$ cat src/hdl/rcsm_pkg.sv
package rcsm_pkg;

  localparam int PWM_W            = 12;
  localparam int STICK_W          = 16;
  localparam int NUM_STICKS       = 4;
  localparam int STICK_CHANNELS_DEF = 4;
  localparam int CFG_ADDR_W       = 3;

  // stick scaling
  localparam int CENTER_US   = 1500;
  localparam int HALF_SPAN   = 500;
  localparam int Q12_SHIFT   = 12;
  localparam int QUO_W       = 16;
  localparam int BAR_W       = 21;                      // 500 * 4096 fits
  localparam int LHS_W       = PWM_W + Q12_SHIFT;       // magnitude in Q12
  localparam int REM_W       = LHS_W + Q12_SHIFT;       // dividend width
  localparam int STEP_CNT_W  = 4;                       // counts QUO_W steps

  localparam logic [PWM_W-1:0] VALID_LOW  = PWM_W'(900);
  localparam logic [PWM_W-1:0] VALID_HIGH = PWM_W'(2100);

  localparam logic [STICK_W-1:0] STICK_POS_MAX = 16'h7fff;
  localparam logic [STICK_W-1:0] STICK_NEG_MAX = 16'h8000;

  // config reset values
  localparam logic [PWM_W-1:0] DEADBAND_RST  = PWM_W'(205);
  localparam logic [PWM_W-1:0] ARM_THR_RST   = PWM_W'(1750);
  localparam logic [PWM_W-1:0] MODE_THR_RST  = PWM_W'(1750);
  localparam logic [PWM_W-1:0] GEAR_UP_RST   = PWM_W'(1750);
  localparam logic [PWM_W-1:0] GEAR_DN_RST   = PWM_W'(1250);

  // packed word layout
  localparam int IN_DATA_W  = 88;
  localparam int OUT_DATA_W = 72;
  localparam int FLAG_BASE  = NUM_STICKS * STICK_W;

  typedef enum logic [CFG_ADDR_W-1:0] {
    REG_DEADBAND  = 3'd0,
    REG_ARM_THR   = 3'd1,
    REG_MODE_THR  = 3'd2,
    REG_GEAR_UP   = 3'd3,
    REG_GEAR_DN   = 3'd4
  } cfg_reg_t;

  typedef enum logic [1:0] {
    ST_IDLE,
    ST_PREP,
    ST_DIV,
    ST_DONE
  } seq_state_t;

  typedef struct packed {
    logic [PWM_W-1:0] arm_thr;
    logic [PWM_W-1:0] mode_thr;
    logic [PWM_W-1:0] gear_up_thr;
    logic [PWM_W-1:0] gear_dn_thr;
  } sw_cfg_t;

  typedef struct packed {
    logic load;
    logic prep;
    logic step;
  } lane_ctrl_t;

  // listed msb first; packs lsb up as frame_valid..armed reversed
  typedef struct packed {
    logic frame_valid;
    logic hold_mode;
    logic command_mode;
    logic command_requested;
    logic hover_requested;
    logic offboard;
    logic armed;
  } sw_flags_t;

endpackage

$ cat src/hdl/rc_frame_stick_and_mode_decoder.sv
// Decodes one radio-control frame of seven pulse widths per word. Each stick
// channel is centered at 1500 us, scaled by 1/500, passed through the dead zone
// and rescaled by 1/(1-deadband) into saturated Q3.12; the arm, mode and gear
// switches are compared against their thresholds and mode/gear edges latch the
// hover and command request flags. The stick channels run in parallel lanes,
// each with its own restoring divider that retires one quotient bit a cycle;
// a word passes a setup step, 16 divider steps and a merge into the output
// register, and no new word is taken before the lanes are done with the last.
// A new input word is taken as soon as the lanes are free, even while the
// previous result still waits in the output register; a stalled output keeps
// the next finished word in the lanes and the input closed. Configuration
// writes take effect for the next word; write only while the block is idle.
module rc_frame_stick_and_mode_decoder #(
  parameter int STICK_CHANNELS = rcsm_pkg::STICK_CHANNELS_DEF
) (
  input  logic                                 clk,
  input  logic                                 rst_n,
  // in_tdata lsb up: pwm_roll, pwm_pitch, pwm_throttle, pwm_yaw, pwm_arm,
  // pwm_mode, pwm_gear (12 bits each), zero pad
  input  logic                                 in_tvalid,
  output logic                                 in_tready,
  input  logic [rcsm_pkg::IN_DATA_W-1:0]       in_tdata,
  // out_tdata lsb up: stick_roll, stick_pitch, stick_throttle, stick_yaw
  // (16 bits each), armed, offboard, hover_requested, command_requested,
  // command_mode, hold_mode, frame_valid, zero pad
  output logic                                 out_tvalid,
  input  logic                                 out_tready,
  output logic [rcsm_pkg::OUT_DATA_W-1:0]      out_tdata,
  // configuration write port
  input  logic                                 cfg_wr_en,
  input  logic [rcsm_pkg::CFG_ADDR_W-1:0]      cfg_addr,
  input  logic [rcsm_pkg::PWM_W-1:0]           cfg_wdata
);
  import rcsm_pkg::*;

  // lanes actually built; outputs beyond them read zero
  localparam int LANES = (STICK_CHANNELS < NUM_STICKS) ? STICK_CHANNELS : NUM_STICKS;

  // configuration registers
  logic [PWM_W-1:0] deadband_r;
  sw_cfg_t          sw_cfg_r;

  always_ff @(posedge clk) begin
    if (!rst_n) begin
      deadband_r           <= DEADBAND_RST;
      sw_cfg_r.arm_thr     <= ARM_THR_RST;
      sw_cfg_r.mode_thr    <= MODE_THR_RST;
      sw_cfg_r.gear_up_thr <= GEAR_UP_RST;
      sw_cfg_r.gear_dn_thr <= GEAR_DN_RST;
    end else if (cfg_wr_en) begin
      case (cfg_addr)
        REG_DEADBAND:  deadband_r           <= cfg_wdata;
        REG_ARM_THR:   sw_cfg_r.arm_thr     <= cfg_wdata;
        REG_MODE_THR:  sw_cfg_r.mode_thr    <= cfg_wdata;
        REG_GEAR_UP:   sw_cfg_r.gear_up_thr <= cfg_wdata;
        REG_GEAR_DN:   sw_cfg_r.gear_dn_thr <= cfg_wdata;
        default: ;     // unmapped index, write dropped
      endcase
    end
  end

  // dead zone threshold 500*z and divisor 500*(4096-z), shared by all lanes;
  // refreshed every cycle so they settle before the setup cycle reads them
  logic [BAR_W-1:0] bar_r;
  logic [BAR_W-1:0] div_r;

  always_ff @(posedge clk) begin
    bar_r <= BAR_W'(deadband_r) * BAR_W'(HALF_SPAN);
    div_r <= BAR_W'((PWM_W+1)'(1 << Q12_SHIFT) - (PWM_W+1)'(deadband_r)) * BAR_W'(HALF_SPAN);
  end

  // sequencer
  seq_state_t            state_r, state_nxt;
  logic [STEP_CNT_W-1:0] cnt_r,   cnt_nxt;
  lane_ctrl_t            lane_ctrl;
  logic                  in_fire;
  logic                  finish;
  logic                  out_free;

  assign in_fire  = in_tvalid && in_tready;
  assign out_free = !out_tvalid || out_tready;

  always_ff @(posedge clk) begin
    if (!rst_n) begin
      state_r <= ST_IDLE;
      cnt_r   <= '0;
    end else begin
      state_r <= state_nxt;
      cnt_r   <= cnt_nxt;
    end
  end

  always_comb begin
    state_nxt      = state_r;
    cnt_nxt        = cnt_r;
    in_tready      = 1'b0;
    finish         = 1'b0;
    lane_ctrl.load = 1'b0;
    lane_ctrl.prep = 1'b0;
    lane_ctrl.step = 1'b0;
    case (state_r)
      ST_IDLE: begin
        in_tready      = 1'b1;
        lane_ctrl.load = in_tvalid;
        if (in_tvalid) begin
          state_nxt = ST_PREP;
        end
      end
      ST_PREP: begin
        lane_ctrl.prep = 1'b1;
        cnt_nxt        = '0;
        state_nxt      = ST_DIV;
      end
      ST_DIV: begin
        lane_ctrl.step = 1'b1;
        cnt_nxt        = cnt_r + 1'b1;
        if (cnt_r == STEP_CNT_W'(QUO_W - 1)) begin
          state_nxt = ST_DONE;
        end
      end
      ST_DONE: begin
        // hold here until the output register can take the result
        if (out_free) begin
          finish    = 1'b1;
          state_nxt = ST_IDLE;
        end
      end
      default: begin
        state_nxt = ST_IDLE;
      end
    endcase
  end

  // switch channels captured with the word
  logic [PWM_W-1:0] arm_r, mode_r, gear_r;

  always_ff @(posedge clk) begin
    if (in_fire) begin
      arm_r  <= in_tdata[4*PWM_W +: PWM_W];
      mode_r <= in_tdata[5*PWM_W +: PWM_W];
      gear_r <= in_tdata[6*PWM_W +: PWM_W];
    end
  end

  // stick lanes
  logic signed [STICK_W-1:0] stick [NUM_STICKS];

  for (genvar g = 0; g < NUM_STICKS; g++) begin : g_lane
    if (g < LANES) begin : g_on
      rcsm_lane u_lane (
        .clk     (clk),
        .ctrl    (lane_ctrl),
        .pwm     (in_tdata[g*PWM_W +: PWM_W]),
        .bar     (bar_r),
        .divisor (div_r),
        .stick   (stick[g])
      );
    end else begin : g_off
      assign stick[g] = '0;
    end
  end

  // switch and mode flags, state advances when the result is merged
  sw_flags_t flags;

  rcsm_switch u_switch (
    .clk    (clk),
    .rst_n  (rst_n),
    .update (finish),
    .cfg    (sw_cfg_r),
    .arm    (arm_r),
    .mode   (mode_r),
    .gear   (gear_r),
    .flags  (flags)
  );

  // merge into the output register
  logic                  out_valid_r;
  logic [OUT_DATA_W-1:0] out_data_r, out_data_nxt;

  always_comb begin
    out_data_nxt = '0;
    for (int i = 0; i < NUM_STICKS; i++) begin
      out_data_nxt[i*STICK_W +: STICK_W] = stick[i];
    end
    out_data_nxt[FLAG_BASE + 0] = flags.armed;
    out_data_nxt[FLAG_BASE + 1] = flags.offboard;
    out_data_nxt[FLAG_BASE + 2] = flags.hover_requested;
    out_data_nxt[FLAG_BASE + 3] = flags.command_requested;
    out_data_nxt[FLAG_BASE + 4] = flags.command_mode;
    out_data_nxt[FLAG_BASE + 5] = flags.hold_mode;
    out_data_nxt[FLAG_BASE + 6] = flags.frame_valid;
  end

  always_ff @(posedge clk) begin
    if (!rst_n) begin
      out_valid_r <= 1'b0;
    end else if (finish) begin
      out_valid_r <= 1'b1;
    end else if (out_tready) begin
      out_valid_r <= 1'b0;
    end
  end

  always_ff @(posedge clk) begin
    if (finish) begin
      out_data_r <= out_data_nxt;
    end
  end

  assign out_tvalid = out_valid_r;
  assign out_tdata  = out_data_r;

endmodule

$ cat src/hdl/rcsm_lane.sv
module rcsm_lane (
  input  logic                              clk,
  input  rcsm_pkg::lane_ctrl_t              ctrl,
  input  logic [rcsm_pkg::PWM_W-1:0]        pwm,
  input  logic [rcsm_pkg::BAR_W-1:0]        bar,
  input  logic [rcsm_pkg::BAR_W-1:0]        divisor,
  output logic signed [rcsm_pkg::STICK_W-1:0] stick
);
  import rcsm_pkg::*;

  logic                neg_r,  neg_nxt;
  logic [PWM_W-1:0]    mag_r,  mag_nxt;
  logic                zero_r, zero_nxt;
  logic                ovf_r,  ovf_nxt;
  logic [REM_W-1:0]    rem_r,  rem_nxt;
  logic [REM_W-1:0]    dsh_r,  dsh_nxt;
  logic [QUO_W-1:0]    quo_r,  quo_nxt;

  logic [PWM_W:0]      diff_s;
  logic [LHS_W-1:0]    lhs;
  logic [LHS_W-1:0]    excess;

  assign diff_s = {1'b0, pwm} - (PWM_W+1)'(CENTER_US);
  assign lhs    = {mag_r, {Q12_SHIFT{1'b0}}};
  assign excess = lhs - LHS_W'(bar);

  always_comb begin
    neg_nxt  = neg_r;
    mag_nxt  = mag_r;
    zero_nxt = zero_r;
    ovf_nxt  = ovf_r;
    rem_nxt  = rem_r;
    dsh_nxt  = dsh_r;
    quo_nxt  = quo_r;
    if (ctrl.load) begin
      neg_nxt = diff_s[PWM_W];
      mag_nxt = diff_s[PWM_W] ? PWM_W'(-diff_s) : diff_s[PWM_W-1:0];
    end else if (ctrl.prep) begin
      zero_nxt = (lhs <= LHS_W'(bar));
      // quotient reaches 2^16 exactly when excess >= divisor * 16
      ovf_nxt  = ({1'b0, excess} >= {divisor, 4'b0000});
      rem_nxt  = {excess, {Q12_SHIFT{1'b0}}};
      dsh_nxt  = REM_W'({divisor, {(QUO_W-1){1'b0}}});
      quo_nxt  = '0;
    end else if (ctrl.step) begin
      if (rem_r >= dsh_r) begin
        rem_nxt = rem_r - dsh_r;
        quo_nxt = {quo_r[QUO_W-2:0], 1'b1};
      end else begin
        quo_nxt = {quo_r[QUO_W-2:0], 1'b0};
      end
      dsh_nxt = dsh_r >> 1;
    end
  end

  always_ff @(posedge clk) begin
    neg_r  <= neg_nxt;
    mag_r  <= mag_nxt;
    zero_r <= zero_nxt;
    ovf_r  <= ovf_nxt;
    rem_r  <= rem_nxt;
    dsh_r  <= dsh_nxt;
    quo_r  <= quo_nxt;
  end

  // sign and saturate
  always_comb begin
    if (zero_r) begin
      stick = '0;
    end else if (neg_r) begin
      if (ovf_r || quo_r > STICK_NEG_MAX) begin
        stick = STICK_NEG_MAX;
      end else begin
        stick = STICK_W'(16'd0 - quo_r);
      end
    end else begin
      if (ovf_r || quo_r > STICK_POS_MAX) begin
        stick = STICK_POS_MAX;
      end else begin
        stick = quo_r;
      end
    end
  end

endmodule

$ cat src/hdl/rcsm_switch.sv
module rcsm_switch (
  input  logic                       clk,
  input  logic                       rst_n,
  input  logic                       update,
  input  rcsm_pkg::sw_cfg_t          cfg,
  input  logic [rcsm_pkg::PWM_W-1:0] arm,
  input  logic [rcsm_pkg::PWM_W-1:0] mode,
  input  logic [rcsm_pkg::PWM_W-1:0] gear,
  output rcsm_pkg::sw_flags_t        flags
);
  import rcsm_pkg::*;

  logic [PWM_W-1:0] prev_mode_r, prev_mode_nxt;
  logic [PWM_W-1:0] prev_gear_r, prev_gear_nxt;
  logic             seen_r;
  logic             hover_r,    hover_nxt;
  logic             cmd_req_r,  cmd_req_nxt;
  logic             cmd_mode_r, cmd_mode_nxt;
  logic             hold_r,     hold_nxt;

  logic [PWM_W-1:0] pm, pg;
  logic             offboard;

  // first frame compares against itself, so it makes no edge
  assign pm       = seen_r ? prev_mode_r : mode;
  assign pg       = seen_r ? prev_gear_r : gear;
  assign offboard = mode > cfg.mode_thr;

  always_comb begin
    hover_nxt    = hover_r;
    cmd_req_nxt  = cmd_req_r;
    cmd_mode_nxt = 1'b0;
    hold_nxt     = hold_r;
    prev_mode_nxt = mode;
    prev_gear_nxt = gear;

    if (pm < cfg.mode_thr && mode > cfg.mode_thr) begin
      hover_nxt = 1'b1;
    end else if (pm > cfg.mode_thr && mode < cfg.mode_thr) begin
      hover_nxt = 1'b0;
    end

    if (offboard) begin
      if (pg < cfg.gear_up_thr && gear > cfg.gear_up_thr) begin
        cmd_req_nxt = 1'b1;
      end else if (pg > cfg.gear_up_thr && gear < cfg.gear_up_thr) begin
        cmd_req_nxt = 1'b0;
      end
      if (gear > cfg.gear_up_thr) begin
        cmd_mode_nxt = 1'b1;
        hold_nxt     = 1'b0;
      end else if (gear > cfg.gear_dn_thr && gear < cfg.gear_up_thr) begin
        hold_nxt = 1'b1;
      end else begin
        hold_nxt = 1'b0;
      end
    end
  end

  always_ff @(posedge clk) begin
    if (!rst_n) begin
      seen_r     <= 1'b0;
      hover_r    <= 1'b0;
      cmd_req_r  <= 1'b0;
      cmd_mode_r <= 1'b1;
      hold_r     <= 1'b0;
    end else if (update) begin
      seen_r     <= 1'b1;
      hover_r    <= hover_nxt;
      cmd_req_r  <= cmd_req_nxt;
      cmd_mode_r <= cmd_mode_nxt;
      hold_r     <= hold_nxt;
    end
  end

  always_ff @(posedge clk) begin
    if (update) begin
      prev_mode_r <= prev_mode_nxt;
      prev_gear_r <= prev_gear_nxt;
    end
  end

  always_comb begin
    flags.armed             = arm > cfg.arm_thr;
    flags.offboard          = offboard;
    flags.hover_requested   = hover_nxt;
    flags.command_requested = cmd_req_nxt;
    flags.command_mode      = update ? cmd_mode_nxt : cmd_mode_r;
    flags.hold_mode         = hold_nxt;
    flags.frame_valid       = mode >= VALID_LOW && mode <= VALID_HIGH &&
                              gear >= VALID_LOW && gear <= VALID_HIGH;
  end

endmodule

$ cat config.mk
export PLATFORM = sky130hd
export DESIGN_NAME = rc_frame_stick_and_mode_decoder
export DESIGN_NICKNAME = d
export VERILOG_FILES = /design/src/hdl/rcsm_pkg.sv /design/src/hdl/rc_frame_stick_and_mode_decoder.sv /design/src/hdl/rcsm_lane.sv /design/src/hdl/rcsm_switch.sv
export SDC_FILE = /design/constraint.sdc
export NUM_CORES = 2
export LEC_CHECK = 0
export BUFFER_PORTS_ARGS = -buffer_cell sky130_fd_sc_hd__clkbuf_2
export CAP_MARGIN = 20
export CORE_UTILIZATION = 45
export CTS_CLUSTER_DIAMETER = 50
export CTS_CLUSTER_SIZE = 12
export DETAILED_ROUTE_END_ITERATION = 8
export SLEW_MARGIN = 20
export SYNTH_ARGS = -nofsm -noshare
export SYNTH_HDL_FRONTEND = slang
export SYNTH_SLANG_ARGS = --single-unit
$ cat constraint.sdc
create_clock -name clk -period 38 [get_ports clk]
set_clock_uncertainty 0.1 [all_clocks]
set_input_delay 7.6 -clock clk [delete_from_list [all_inputs] [get_ports clk]]
set_output_delay 7.6 -clock clk [all_outputs]
set_load 0.02 [all_outputs]
; After elaboration in Yosys (flattened, before gate mapping)
; Cells that the tools add are included.
[classes]
mul = 2
reduce_logical = 40
n_eq_ne = 11
magnitude_cmp = 34
muxes = 68
n_addsub = 22
bitwise_logic = 1
[op_table]
columns = operator, n
row1 = $mux 36, 20
row2 = $mux 16, 16
row3 = $ge 36x36->1, 4
row4 = $sub 36x36->36, 4
row5 = $ge 24x25->1, 4
row6 = $le 24x21->1, 4
row7 = $sub 24x21->24, 4
row8 = $gt 12x12->1, 6
row9 = $mux 12, 6
row10 = $gt 16x15->1 const B, 4
row11 = $gt 16x16->1 const B, 4
row12 = $sub 1x16->16 const A, 4
row13 = $sub 12x11->13 const B, 4
row14 = $lt 12x12->1, 4
row15 = $neg 12->12, 4
row16 = $ge 12x10->1 const B, 2
row17 = $le 12x12->1 const B, 2
row18 = $mul 21x7->19 const B, 1
row19 = $mux 1, 21
row20 = $mul 12x7->19 const B, 1
row21 = $reduce_and 3->1, 5
row22 = $reduce_and 2->1, 7
row23 = $reduce_bool 2->1, 7
row24 = $sub 13x12->14 const A, 1
row25 = 17 further kinds, 39
[word_totals]
word_cells = 243
inputBits = 108
register_bits = 652

; Logic depth before layout (Yosys ltp)
[logic_depth]
word_depth = 6
mapped_depth = 21
depth_no_buf = 21

; Cells and area by module
; Synthesis repeated with hierarchy kept, for this count alone.
[unflattened]
cells_unflattened = 4953
area_unflattened_um2 = 46539.6
[modules_own_cells]
columns = module, cells_each, area_per_inst_um2, n_inst, seq_area_each_um2
row1 = rcsm_lane at g_lane[1].g_on.u_lane ..., 925, 8156.6, 3, 3093.0
row2 = rc_frame_stick_and_mode_decoder, 948, 10958.0, 1, 5295.1
row3 = rcsm_lane at g_lane[0].g_on.u_lane, 903, 8016.4, 1, 3093.0
row4 = rcsm_switch, 327, 3095.5, 1, 820.8

; Least setup slack after synthesis
; No wires, ideal clock.
[synth_path]
path_type = input to register
startpoint = in in_tvalid
endpoint = reg g_lane[0].g_on.u_lane.rem_r[0], enable pin
setup_time_ns = 0.485
setup_slack_ns = 20.815
cell_stages = 3
arrival_ns = 16.600
required_ns = 37.415
path_cell_list = and2_1 > nor2b_1 > a21boi_0
[synth_via]
elab_chain_cells = 3
[synth_rtl]
columns = element, line
row1 = "start, declared", rc_frame_stick_and_mode_decoder.sv:20  ; input logic in_tvalid,
row2 = $mux 1, rc_frame_stick_and_mode_decoder.sv:101  ; case (state_r)
row3 = $not 1->1 (no line), --
row4 = $reduce_and 3->1 (no line), --
row5 = "end signal, assigned", rcsm_lane.sv:61  ; rem_r <= rem_nxt;
row6 = "end, declared", rcsm_lane.sv:15  ; logic [REM_W-1:0] rem_r, rem_nxt;
; No other way between the ends.
; A chain may end at the register's enable or synchronous reset.

; Worst setup path in the final report
[layout_path]
startpoint = in in_tvalid
endpoint = reg g_lane[1].g_on.u_lane.rem_r[5], enable pin
[layout_via]
elab_chain_cells = 3
[layout_rtl]
columns = element, line
row1 = $mux 1, rc_frame_stick_and_mode_decoder.sv:101
row2 = $not 1->1 (no line), --
row3 = $reduce_and 3->1 (no line), --
row4 = "end signal, assigned", rcsm_lane.sv:61
row5 = "end, declared", rcsm_lane.sv:15
; No other way between the ends.

==> flow_summary.toml <==
[synthesis]
synth_warnings = 0
yosysUniqueCellTypes = 94
synth_edf_count = 435
yosys_register_bits = 543
async_flop_share = 0
yosys-top-cells-count = "edfxtp_1 (435), ha_1 (424), nand2_1 (388)"
yosysTopAreaCell = "edfxtp_1"
netlist_area_sq_um = 39600
seq_area_frac_synth = 0.384
ys_top_cells_by_area = "edfxtp_1 (33%), ha_1 (13%), dfxtp_1 (5.5%), fa_1 (3.9%), xnor2_1 (3.8%)"
synth_nets = 4753
synth_flop_cell = "edfxtp_1"
synth_top_area_frac = 0.330
netlist_instances = 4143
yosysMostFrequentCell = "edfxtp_1"
avgSynthCellArea_sq_um = 9.56

[clock_tree]
hold_buffers = 0
insertion_delay_ns = 0.64
numCtsBuffers = 80
htree_num_levels = 3
cts.root.buffer_cell = "clkbuf_16"
clockBufferDepth = 3
cts_resized = 0
clkTransAtPathRegs_ns = 0.05
cts_setup_buffers = 0
cts.sinks = 543
cts_tree = "yes"

[global_route]
track_usage = 0.222
gr-total-overflow = 0
grt_pass1_vias = 29700
grt_max_degree = 105
antenna_found_initial = 7
grt_first_pass_wirelength_microns = 160000

[placement]
port_buffers = 176
gp_congestion = 0.919
hpwl_microns = 76300
placedInstanceArea_sq_um = 41700
post-place-cells = 5373

[floorplanning]
die_area_sq_um = 89200
fp.coreArea_sq_um = 87000
die_w_microns = 299
pin_count = 182
placementRows = 108
die_h_microns = 299
initial_utilization = 0.455

[critical_path]
cpPeakStageDelay_ns = 0.44
reg2reg_from = "deadband_r[1]$_SDFFE_PN0P_"
required_ns = 38.17
critPathLaunch = "in_tvalid"
crit_arrival_ns = 9.81
setup.worst_path.end_class = "register"
cp_slowest_cell = "buf_4"
critPathKind = "input port to register"
path_max_fanout = 104
worstPathCellList = "clkbuf_2, and2_4, nor2b_4, buf_12, o31ai_1, a21oi_4, buf_4"
cp-start-kind = "input port"
r2r_setup_slack_ns = 31.74

[routing]
vias = 30800
dr.first_iter.drc_count = 1809
wl_per_cell_microns = 18.1
ant_nets = 0
wl_microns = 99700
vias_per_cell = 5.59
drc = 0
drtPass1Iterations = 5

[sta]
fin_crit_ns = 9.64
worst_pin_slew_ns = 1.07
drv_slew = 0
fmax_mhz = 104
setup_violations = 0
relSlewSlack = 0.283
rsz0062_at_grt = "false"
setup-tns-final_ns = 0
finalHoldViolCount = 0
post-route-period-util = 0.254

[cells_and_area]
drive_gt1_frac = 0.0928
instances_no_fill = 5522
area_growth_syn_to_layout_pct = 12.0
fillers = 8086
fin_area_sq_um = 44400
fin_nets = 4910

[power]
power.total_mw = 4.54
power.density_nw_per_um2 = 102
p_leak_nw = 18.5
ir_drop_mv = 0.0711

[run]
drv_cap = 0

[status]
outcome = "finished, final reports clean"

[min_path]
min-delay-start = "sw_cfg_r[11]$_SDFFE_PN0P_"
hp-class = "register to register"
-- metal layers --
metal  wire, microns  GRT usage  up-vias
li1                -          -    15400
met1           46300      0.305    14700
met2           46400      0.363      639
met3            4480     0.0316      152
met4            2500     0.0638        6
met5              39          0        -
-- report_power, final --
group | internal, mW | switching (mW)
registers | 1.04 | 0.136
logic | 1.03 | 1.59
clock network | 0.448 | 0.297
-- path summary, 6_finish.rpt --
path	end	cells after the start
worst max register to register	div_r[19]$_DFF_P_	20
worst min-delay path	sw_cfg_r[11]$_SDFFE_PN0P_	2
worst min register to register	sw_cfg_r[11]$_SDFFE_PN0P_	2
worst max-delay path	g_lane[1].g_on.u_lane.rem_r[5]$_SDFFCE_PP0P_	7
-- through the flow --
step	hold WS, ns	worst slack (ns)	util
detailed placement	0.346	27.72	0.479
finish	0.354	28.36	0.510
global route	0.371	28.16	0.510
global placement	0.343	27.75	0.479
floorplan	0.334	20.82	-
CTS	0.354	28.39	0.510
-- critical path: cells and delay by family --
kind | cells | cell delay, ns
AOI/OAI and AO/OA | 2 | 0.60
buffers and inverters | 3 | 0.93
and+or+nand+nor | 2 | 0.50
-- logic make-up after synthesis --
kind of cell	Yosys count	synth area share
DFF	543	0.384
adders and majority gates	503	0.174
muxes	38	0.0105
AOI/OAI and AO/OA	1064	0.171
other	1	0.0000946
and+or+nand+nor	1277	0.159
buffers and inverters	457	0.0437
xor gates and xnor gates	260	0.0575
-- state kept, by name (all words and copies together) (netlist names), 18 cells and up --
signal	count
sw_cfg_r	48
g_lane.g_on.u_lane.mag_r	48
g_lane.g_on.u_lane.rem_r	144
g_lane.g_on.u_lane.dsh_r	36
bar_r	18
div_r	19
g_lane.g_on.u_lane.quo_r	64
out_tdata	71
-- final cells by class --
class	instances	area (sq um)	area share
timing repair buffer	193	1020	0.0230
multi-input combinational	3143	22700	0.512
inverter	339	1270	0.0287
antenna	3	7.51	0.000169
tap	1155	1450	0.0326
clock inverter	51	564	0.0127
clock buffer	95	2120	0.0478
sequential	543	15200	0.343
-- placed cells by master (no fill, tap or decap), types with 16 or more instances in the layout --
master and count:
mux2_2 29, nand3_1 96, buf_4 16, nand2b_1 46, nor3b_1 16, o211ai_1 41
and3_1 21, inv_1 336, a211oi_1 42, nor2_1 308, a21o_1 140, fa_1 78
a2111oi_0 16, nand4_1 46, xor2_1 90, o31ai_1 23, clkbuf_2 176, nand4b_1 30
o21ai_0 253, dfxtp_1 108, nor3_1 82, ha_1 423, and2_1 17, or3_1 48
a31oi_1 62, nand2_1 388, edfxtp_1 435, a21oi_1 271, nor2b_1 95, o21bai_1 31
xnor2_1 170, clkbuf_16 83, o21a_1 35
Note: power is estimated with default switching activity, not from simulation.
